$ cat src/design/assert_macros.svh
`ifndef ASSERT_MACROS_SVH
`define ASSERT_MACROS_SVH

// same-cycle implication
`define ASSERT_IMPLIES(label, clk, rst, ante, cons) \
   label: assert property (@(posedge clk) disable iff (rst) (ante) |-> (cons)) \
      else $error("assertion failed");

// next-cycle implication
`define ASSERT_NEXT(label, clk, rst, ante, cons) \
   label: assert property (@(posedge clk) disable iff (rst) (ante) |=> (cons)) \
      else $error("assertion failed");

`endif

$ cat src/design/isrp_pkg.sv
`timescale 1ns / 1ps
`default_nettype none

package isrp_pkg;

   localparam int KEY_W     = 10;
   localparam int RW_W      = 16;
   localparam int CNT_W     = 11;
   localparam int MODE_W    = 2;
   localparam int STATUS_W  = 2;
   localparam int KEY_LIMIT = 1 << KEY_W;

   typedef enum logic [MODE_W-1:0] {
      MODE_ADD    = 2'd0,
      MODE_REMOVE = 2'd1,
      MODE_FIND   = 2'd2,
      MODE_PICK   = 2'd3
   } mode_type;

   typedef enum logic [STATUS_W-1:0] {
      STATUS_DONE     = 2'd0,
      STATUS_NOCHANGE = 2'd1,
      STATUS_EMPTY    = 2'd2
   } status_type;

   typedef enum logic [1:0] {
      ST_CLEAR,
      ST_IDLE,
      ST_LOOK,
      ST_PICK
   } ctl_state_type;

   typedef struct packed {
      logic clear;
      logic take;
      logic exec;
      logic pick_out;
   } ctl_cmd_type;

   typedef struct packed {
      logic clear_last;
      logic pick_go;
      logic out_free;
   } dp_status_type;

endpackage

`default_nettype wire

$ cat src/design/isrp_ctrl.sv
`timescale 1ns / 1ps
`default_nettype none

module isrp_ctrl (
   input  wire logic                   clock,
   input  wire logic                   reset,
   input  wire logic                   req_valid,
   input  wire isrp_pkg::dp_status_type stat,
   output logic                        req_ready,
   output isrp_pkg::ctl_cmd_type       cmd
);
   import isrp_pkg::*;

   ctl_state_type state_ff;
   ctl_state_type state_in;

   always_ff @(posedge clock) begin
      if (reset) begin
         state_ff <= ST_CLEAR;
      end else begin
         state_ff <= state_in;
      end
   end

   always_comb begin
      state_in = state_ff;
      unique case (state_ff)
         ST_CLEAR: begin
            if (stat.clear_last) state_in = ST_IDLE;
         end
         ST_IDLE: begin
            if (req_valid) state_in = ST_LOOK;
         end
         ST_LOOK: begin
            if (stat.pick_go) begin
               state_in = ST_PICK;
            end else if (stat.out_free) begin
               state_in = ST_IDLE;
            end
         end
         ST_PICK: begin
            if (stat.out_free) state_in = ST_IDLE;
         end
         default: state_in = ST_CLEAR;
      endcase
   end

   always_comb begin
      cmd       = '0;
      req_ready = 1'b0;
      unique case (state_ff)
         ST_CLEAR: cmd.clear = 1'b1;
         ST_IDLE: begin
            req_ready = 1'b1;
            cmd.take  = req_valid;
         end
         ST_LOOK:  cmd.exec = stat.pick_go | stat.out_free;
         ST_PICK:  cmd.pick_out = stat.out_free;
         default:  cmd = '0;
      endcase
   end

endmodule

`default_nettype wire

$ cat config.mk
export PLATFORM = sky130hd
export DESIGN_NAME = isrp_ctrl
export DESIGN_NICKNAME = d
export VERILOG_FILES = /design/src/design/assert_macros.svh /design/src/design/isrp_pkg.sv /design/src/design/isrp_ctrl.sv
export SDC_FILE = /design/constraint.sdc
export NUM_CORES = 1
export LEC_CHECK = 0
export CORE_AREA = 2 2 39 41
export DETAILED_ROUTE_END_ITERATION = 8
export DIE_AREA = 0 0 41 43
export DONT_BUFFER_PORTS = 1
export PLACE_DENSITY = 0.33
export REMOVE_ABC_BUFFERS = 1
export SYNTH_ARGS = -nofsm -noshare
export SYNTH_HDL_FRONTEND = slang
export SYNTH_SLANG_ARGS = --single-unit
$ cat constraint.sdc
create_clock -name clock -period 1.2 [get_ports clock]
set_input_delay 0.18 -clock clock [delete_from_list [all_inputs] [get_ports clock]]
set_output_delay 0.18 -clock clock [all_outputs]
set_load 0.03 [all_outputs]
==> results.tsv, run 1 <==
metric	value	unit
p_comb_frac	0.232	
cts_made_buffers	3	
num_vias	145	
post-place-cells	35	
cts_max_level	1	
fp.coreArea	1380	um2
drive_above_1_share	0.591	
gp_congestion	0.525	
synthToLayoutAreaGrowth	63.4	%
fin_nets	30	
clkPwrFrac	0.491	
hpwl	294	um
postCtsHoldBufs	0	
period_needed	1.13	ns
crit_fanout	7	
setup_viol	0	
num_rows	14	
design.portCount	11	
overflow	0	
top_register	state_ff	
synth_seq_cells	2	
die_area	1760	um2
dp_slack	0.158	ns
postCtsResizedCells	2	
largest_reg_flops	2	
numPortBuffers	0	
power_density	1450	nW/um2
finalPower	0.300	mW
syn_area_per_cell	7.90	um2
max-slew-margin-rel	0.837	
finalMaxSlewViolations	0	
path_clk_slew	0.03	ns
switching_power	0.0894	mW
post-route-period-util	0.938	
grt_max_degree	8	
cts.sinks	2	
stdcell_count	38	
leakage	0.0876	nW
synthTopCellsByArea	dfxtp_1 32%, nor2b_4 11%, nor4b_1 6.9%, and3_2 5.9%, nor2_1 5.9%	
initial_core_util	0.0913	
synthesis.area	126	um2
fin_util	0.149	
detail-route-antenna-nets	0	
ys_types	14	
max_cap_violations	0	
skew	0.00283	ns
syn_inst	16	
synth_area_leader_cell	dfxtp_1	
hold_viol	0	
viasPerCell	3.82	
cts_tree	built	
internal-power	0.211	mW
rsz0062_at_grt	false	
p_seq_frac	0.277	
die_w	41	um
status	completed	
placed_cell_area	169	um2
cts_buffer_depth	2	
wire_per_inst	10.2	um
antenna_cells	0	
grt_pass1_wl	510	um
p_sw_frac	0.298	
hp-class	primary input to register	
grt_antenna_before_repair	0	
fmax	0.889	GHz
synth_seq_area_share	0.317	
routed_wirelength	387	um
worstSkewPairLatency	0.22	ns
fp.dieH	43	um
grtUsageTotal	0.0531	
root_buffer	clkbuf_4	
path_class	register to output port	
start_kind	register	
ir_worst_vdd	330	uV
dr.pass1.iters	1	
worst_pin_slew	0.241	ns
crit_path_end_kind	output port	
drc	0	
cp_data_arrival_time	0.95	ns
stdcell_area	206	um2
ys_warn_count	0	
grt_pass1_vias	136	
final_cell_mix	3 x clkbuf_4, 3 x buf_4, 2 x nor2_1, 2 x dfxtp_4	
initialDrtViolationCount	0	
crit_required	1.02	ns
synth_top_area_share	0.317	
largest_registers	state_ff x2	
setup_slack	0.0746	ns
postCtsSetupBuffers	0	
-- Yosys cell counts --
cell,n
dfxtp_1,2
nor2_1,2
a21oi_1,1
and3_2,1
inv_1,1
inv_2,1
nand2_2,1
nor2b_1,1
nor2b_4,1
nor3_1,1
nor3b_1,1
nor4_1,1
nor4b_1,1
o21ai_0,1
-- logic make-up (layout without fill, tap and decap cells) --
family | after synthesis | count (layout) | synth area share
and+or+nand+nor | 10 | 10 | 0.545
AOI/OAI and AO/OA | 2 | 2 | 0.0791
buffers and inverters | 2 | 8 | 0.0593
DFF | 2 | 2 | 0.317
-- area by class of cell --
class / count / area [um2]
fillers: 156 / 1180
multi-input cells: 12 / 83.8
flip-flops and latches: 2 / 47.5
clock buffers: 3 / 22.5
repair buffers: 3 / 22.5
well taps: 16 / 20.0
inverters: 2 / 10.0
-- per-stage QoR --
stage	hold WS [ns]	setup TNS (ns)
final	0.0192	0
after global routing	0.00506	0
after CTS	0.0128	0
after detailed placement	0.258	0
after global placement	0.258	0
after floorplan	0.249	-0.160
-- layer usage --
layer / GRT usage / share of wire / vias up
met4: 0.0400 / 0 / 0
met5: 0 / 0 / -
met1: 0.0319 / 0.33 / 62
li1: - / - / 69
met2: 0.0563 / 0.36 / 14
met3: 0.0995 / 0.31 / 0
-- path summary, 6_finish.rpt --
kind,start,to,slack (ns),depth (start not counted)
setup / recovery,state_ff[0],cmd[2],0.07,3
hold / removal,reset,state_ff[1],0.02,1
setup reg to reg,state_ff[0],state_ff[0],0.22,4
hold reg to reg,state_ff[1],state_ff[1],0.55,2
-- power groups by stage --
stage	Sequential [mW]	Clock, mW	Combinational [mW]
global route	0.0842	0.173	0.0748
floorplan	0.0813	0	0.0500
global placement	0.0831	0	0.0678
detailed placement	0.0835	0	0.0679
finish	0.0832	0.148	0.0696
CTS	0.0839	0.158	0.0681
-- critical path, stage by stage, from the launching register on --
cell	delay, ns
dfxtp_4	0.37
nor2b_4	0.16
nand2_2	0.08
inv_4	0.11
Note: power is estimated with default switching activity, not from simulation.
==> run 2, diff against run 1 <==
--- a/config.mk
+++ b/config.mk
@@ -9,6 +9,7 @@
 export DETAILED_ROUTE_END_ITERATION = 8
 export DIE_AREA = 0 0 41 43
 export DONT_BUFFER_PORTS = 1
+export HOLD_SLACK_MARGIN = 0.12
 export PLACE_DENSITY = 0.33
 export REMOVE_ABC_BUFFERS = 1
 export SYNTH_ARGS = -nofsm -noshare
==> run 2 against run 1 <==
Compared with the run above: maximum frequency about the same; count of clock-buffer cells in the layout stayed put; via count is 3.4% higher; worst hold slack improved by 0.17 ns; largest cell class unchanged; total power increased by 2.1%; routed wire length up 4.4%; worst setup slack got worse by 0.00098 ns; sequential power hardly changed.
==> results.tsv, run 2 (same netlist as run 1, synthesis figures left out) <==
metric	value	unit	change
initial_core_util	0.0913		unchanged
grt_pass1_vias	145		was 136
die_area	1760	um2	unchanged
clkPwrFrac	0.481		was 0.491
p_comb_frac	0.247		was 0.232
cp_data_arrival_time	0.95	ns	about the same
num-fill-cells	157		was 156
path_class	register to output port		unchanged
fp.dieH	43	um	unchanged
r2r_cells	4		unchanged
final_cell_mix	3 x clkbuf_4, 3 x buf_4, 2 x nor2_1, 2 x dlygate4sd3_1, 2 x dfxtp_4		was 3 x clkbuf_4, 3 x buf_4, 2 x nor2_1, 2 x dfxtp_4
gp_congestion	0.525		unchanged
cp_num_buf_inv	1		unchanged
fp.coreArea	1380	um2	unchanged
r2r_start	state_ff[0]		unchanged
cp_top_family	flip-flops		unchanged
numPortBuffers	0		unchanged
overflow	0		unchanged
cts.sinks	2		unchanged
post-route-period-util	0.939		was 0.938
start_kind	register		unchanged
wire_per_inst	10.1	um	was 10.2 um
internal-power	0.215	mW	was 0.211 mW
crit_path_end_kind	output port		unchanged
fin_tns_setup	0	ns	unchanged
worst-path-stages	3		unchanged
initialDrtViolationCount	0		unchanged
grt_max_degree	8		unchanged
max-slew-margin-rel	0.837		unchanged
num_rows	14		unchanged
cts_buffer_depth	2		unchanged
viasPerCell	3.75		was 3.82
cpMaxStageDelayCell	dfxtp_4		unchanged
cts_tree	built		unchanged
p_seq_frac	0.271		was 0.277
rr_endpoint	state_ff[0]		unchanged
cts_max_level	1		unchanged
top_register	state_ff		unchanged
dp_slack	0.158	ns	unchanged
path_clk_slew	0.03	ns	about the same
die_w	41	um	unchanged
largest_registers	state_ff x2		unchanged
cp-startpoint	state_ff[0]		unchanged
rrSetupSlack	0.21	ns	was 0.22 ns
drive_above_1_share	0.542		was 0.591
hpwl	294	um	unchanged
grt_pass1_wl	531	um	was 510 um
crit_path_cell_trace	nor2b_4 -> nand2_2 -> inv_4		unchanged
p_sw_frac	0.298		about the same
multi_input_area	83.8	um2	unchanged
fin_nets	32		was 30
largest_reg_flops	2		unchanged
worstSkewPairLatency	0.22	ns	about the same
cpPeakStageDelay	0.37	ns	about the same
leakage	0.0960	nW	was 0.0876 nW
cts_made_buffers	3		unchanged
hold_viol	0		unchanged
finalPower	0.307	mW	was 0.300 mW
detail-route-antenna-nets	0		unchanged
status	completed		unchanged
grt_antenna_before_repair	0		unchanged
worst_pin_slew	0.241	ns	about the same
power_density	1350	nW/um2	was 1450 nW/um2
ir_worst_vdd	333	uV	was 330 uV
num_vias	150		was 145
crit_end	cmd[2]		unchanged
antenna_cells	0		unchanged
switching_power	0.0913	mW	was 0.0894 mW
routed_wirelength	404	um	was 387 um
drc	0		unchanged
crit_required	1.02	ns	about the same
finalMaxSlewViolations	0		unchanged
root_buffer	clkbuf_4		unchanged
design.portCount	11		unchanged
grtUsageTotal	0.0551		was 0.0531
skew	0.00303	ns	was 0.00283 ns
rsz0062_at_grt	false		unchanged
setup_slack	0.0737	ns	was 0.0746 ns
synthToLayoutAreaGrowth	79.2	%	was 63.4%
hold_slack	0.194	ns	was 0.0192 ns
crit_fanout	7		unchanged
fmax	0.888	GHz	was 0.889 GHz
setup_viol	0		unchanged
seqCellArea	47.5	um2	unchanged
dr.pass1.iters	1		unchanged
period_needed	1.13	ns	about the same
hp-class	primary input to register		unchanged
max_cap_violations	0		unchanged
## run 2: changes by cell type in the layout (fill, tap and decap cells not counted)
cell,change
dlygate4sd3_1,+2
## run 2: final cells by class
type	instances	share of cell area
Tap cell	16	0.0884
Multi-Input combinational cell	12	0.370
Timing Repair Buffer	5	0.188
Sequential cell	2	0.210
Inverter	2	0.0442
Clock buffer	3	0.0994
## run 2: timing repair
action                                  4_1_cts  5_1_grt
hold endpoints to repair                      2        0
gates resized for setup                       2        4
hold buffers                                  2        0
buffers inserted                              0        0
endpoints found under the setup margin        3        2
## run 2: worst min path at each step
stage | startpoint | cells past startpoint | endpoint
after floorplan | reset | 1 | state_ff[1]
after global routing | stat[2] | 2 | state_ff[0]
after detailed placement | reset | 1 | state_ff[1]
final | stat[2] | 2 | state_ff[0]
after CTS | stat[2] | 2 | state_ff[0]
after global placement | reset | 1 | state_ff[1]
## run 2: power groups by stage
stage | clock, mW | combinational, mW | sequential (mW)
after detailed placement | 0 | 0.0679 | 0.0835
final | 0.148 | 0.0758 | 0.0832
after CTS | 0.158 | 0.0743 | 0.0839
after floorplan | 0 | 0.0500 | 0.0813
after global routing | 0.173 | 0.0816 | 0.0842
after global placement | 0 | 0.0678 | 0.0831
## run 2: routing by layer
metal / part of all wire / up-vias / GRT usage
met5: 0 / - / 0
met4: 0 / 0 / 0.0400
li1: - / 72 / -
met1: 0.38 / 66 / 0.0319
met3: 0.25 / 0 / 0.0995
met2: 0.37 / 12 / 0.0625
## run 2: through the flow
step           cell area (um2)  std cells  utilization
2_1_floorplan              126         16            -
3_3_place_gp               169         35        0.122
3_5_place_dp               169         35        0.122
4_1_cts                    214         40        0.155
5_1_grt                    226         40        0.164
6_report                   226         40        0.164
## run 2: worst register-to-register path: stages (launching register included)
cell and delay, ns:
dfxtp_4 0.35, nor2b_4 0.13, nand2_2 0.09, inv_4 0.07
nor4_1 0.24
==> run 3, diff against run 2 <==
--- a/config.mk
+++ b/config.mk
@@ -6,6 +6,7 @@
 export NUM_CORES = 1
 export LEC_CHECK = 0
 export CORE_AREA = 2 2 39 41
+export CTS_BUF_LIST = sky130_fd_sc_hd__clkbuf_8 sky130_fd_sc_hd__clkbuf_16
 export DETAILED_ROUTE_END_ITERATION = 8
 export DIE_AREA = 0 0 41 43
 export DONT_BUFFER_PORTS = 1
==> run 3 against run 2 <==
Compared with the run above: first-iteration DRC count did not move; final area rose by 1.7%; die area did not move; count of clock-buffer cells in the layout did not move; clock skew barely moved; total power rose by 37%; global-route usage fell by 0.60 points; critical path depth did not move; clock power rose by 76%; worst setup slack got worse by 0.0014 ns; maximum frequency fell by 0.12%; non-clock buffer count fell by 1; critical path type unchanged; largest cell class unchanged.
==> results.tsv, run 3 (same netlist as run 1, synthesis figures left out) <==
metric	value	unit	change
status	completed		unchanged
setup_slack	0.0723	ns	was 0.0737 ns
cts_buffer_depth	2		unchanged
drc	0		unchanged
design.portCount	11		unchanged
grt_antenna_before_repair	0		unchanged
use_met1	0.0288		was 0.0319
crit_path_end_kind	output port		unchanged
path_class	register to output port		unchanged
crit_fanout	7		unchanged
cts_tree	built		unchanged
num_vias	140		was 150
post-route-period-util	0.940		was 0.939
hpwl	294	um	unchanged
finalMaxSlewViolations	0		unchanged
rsz0062_at_grt	false		unchanged
antenna_cells	0		unchanged
grtUsageTotal	0.0491		was 0.0551
crit_path_cell_trace	nor2b_4 -> nand2_2 -> inv_4		unchanged
top_register	state_ff		unchanged
worst_pin_slew	0.240	ns	was 0.241 ns
cts.sinks	2		unchanged
die_w	41	um	unchanged
hp-class	primary input to register		unchanged
initial_core_util	0.0913		unchanged
viasPerCell	3.59		was 3.75
grt_use_met3	0.0838		was 0.0995
dr.pass1.iters	1		unchanged
overflow	0		unchanged
power_density	1820	nW/um2	was 1350 nW/um2
grt_max_degree	8		unchanged
synthToLayoutAreaGrowth	82.2	%	was 79.2%
num-fill-cells	157		unchanged
setup_viol	0		unchanged
die_area	1760	um2	unchanged
fin_nets	31		was 32
root_buffer	clkbuf_8		was clkbuf_4
initialDrtViolationCount	0		unchanged
hold_slack	0.150	ns	was 0.194 ns
largest_registers	state_ff x2		unchanged
gp_congestion	0.525		unchanged
period_needed	1.13	ns	about the same
worstSkewPairLatency	0.21	ns	was 0.22 ns
gr-usage-met2	0.0563		was 0.0625
cp_data_arrival_time	0.95	ns	about the same
busiest_layer	met3		unchanged
leakage	0.0990	nW	was 0.0960 nW
grt_pass1_wl	483	um	was 531 um
largest_reg_flops	2		unchanged
routed_wirelength	395	um	was 404 um
skew	0.00283	ns	was 0.00303 ns
cpPeakStageDelay	0.37	ns	about the same
cpMaxStageDelayCell	dfxtp_2		was dfxtp_4
postCtsSetupBuffers	0		unchanged
fin_util	0.166		was 0.164
final_cell_mix	3 x clkbuf_8, 3 x buf_4, 2 x nor2_1, 2 x dfxtp_2		was 3 x clkbuf_4, 3 x buf_4, 2 x nor2_1, 2 x dlygate4sd3_1, 2 x dfxtp_4
max-slew-margin-rel	0.838		was 0.837
num_rows	14		unchanged
start_kind	register		unchanged
wire_per_inst	10.1	um	about the same
fmax	0.887	GHz	was 0.888 GHz
drive_above_1_share	0.565		was 0.542
grt_pass1_vias	137		was 145
hold_viol	0		unchanged
dp_slack	0.158	ns	unchanged
ir_worst_vdd	284	uV	was 333 uV
crit_required	1.02	ns	about the same
cts_max_level	1		unchanged
detail-route-antenna-nets	0		unchanged
cts_made_buffers	3		unchanged
max_cap_violations	0		unchanged
path_clk_slew	0.03	ns	about the same
numPortBuffers	0		unchanged
fp.dieH	43	um	unchanged
fp.coreArea	1380	um2	unchanged
-- run 3: changes by cell type in the layout (fill, tap and decap cells not counted) --
cell           before  now
clkbuf_4            3    0
clkbuf_8            0    3
dfxtp_2             0    2
dfxtp_4             2    0
dlygate4sd3_1       2    1
-- run 3: final timing paths --
| check | startpoint | endpoint | slack (ns) | cells past startpoint |
|---|---|---|---|---|
| worst max register to register | state_ff[0] | state_ff[0] | 0.21 | 4 |
| worst min-delay path | req_valid | state_ff[1] | 0.15 | 2 |
| worst max-delay path | state_ff[0] | cmd[2] | 0.07 | 3 |
| worst min register to register | state_ff[1] | state_ff[1] | 0.56 | 2 |
-- run 3: layer usage --
layer  wire length, um  share of wire
met5                 0              0
met4                 0              0
met3               104           0.26
met2               137           0.35
met1               154           0.39
-- run 3: cell type report --
class / count / area, um2 / area share
inverter: 2 / 10.0 / 0.0435
sequential: 2 / 42.5 / 0.185
clock buffer: 3 / 41.3 / 0.179
multi-input combinational: 12 / 83.8 / 0.364
timing repair buffer: 4 / 32.5 / 0.141
tap: 16 / 20.0 / 0.0870
-- run 3: where the power goes --
group          internal [mW]  leakage (nW)  switching (mW)
logic                 0.0301        0.0602          0.0424
clock network          0.212        0.0216          0.0497
registers             0.0742        0.0172          0.0106
total                  0.316        0.0990           0.103
-- run 3: per-stage QoR --
| stage | setup TNS (ns) | area [um2] | total power [mW] | std cells |
|---|---|---|---|---|
| final | 0 | 230 | 0.419 | 39 |
| after global routing | 0 | 230 | 0.437 | 39 |
| after floorplan | -0.160 | 126 | 0.131 | 16 |
| after CTS | 0 | 223 | 0.428 | 39 |
| after global placement | 0 | 169 | 0.151 | 35 |
| after detailed placement | 0 | 169 | 0.151 | 35 |
-- run 3: worst max-delay path: cells and delay by family, from the launching register on --
kind	cells	cell delay, ns
AND/OR/NAND/NOR	2	0.26
buffers and inverters	1	0.11
flip-flops	1	0.37
-- run 3: what timing repair did --
item | CTS | global route
hold buffers | 1 | 0
gates resized for setup | 2 | 2
setup endpoints to repair | 2 | 1
hold endpoints to repair | 2 | 0
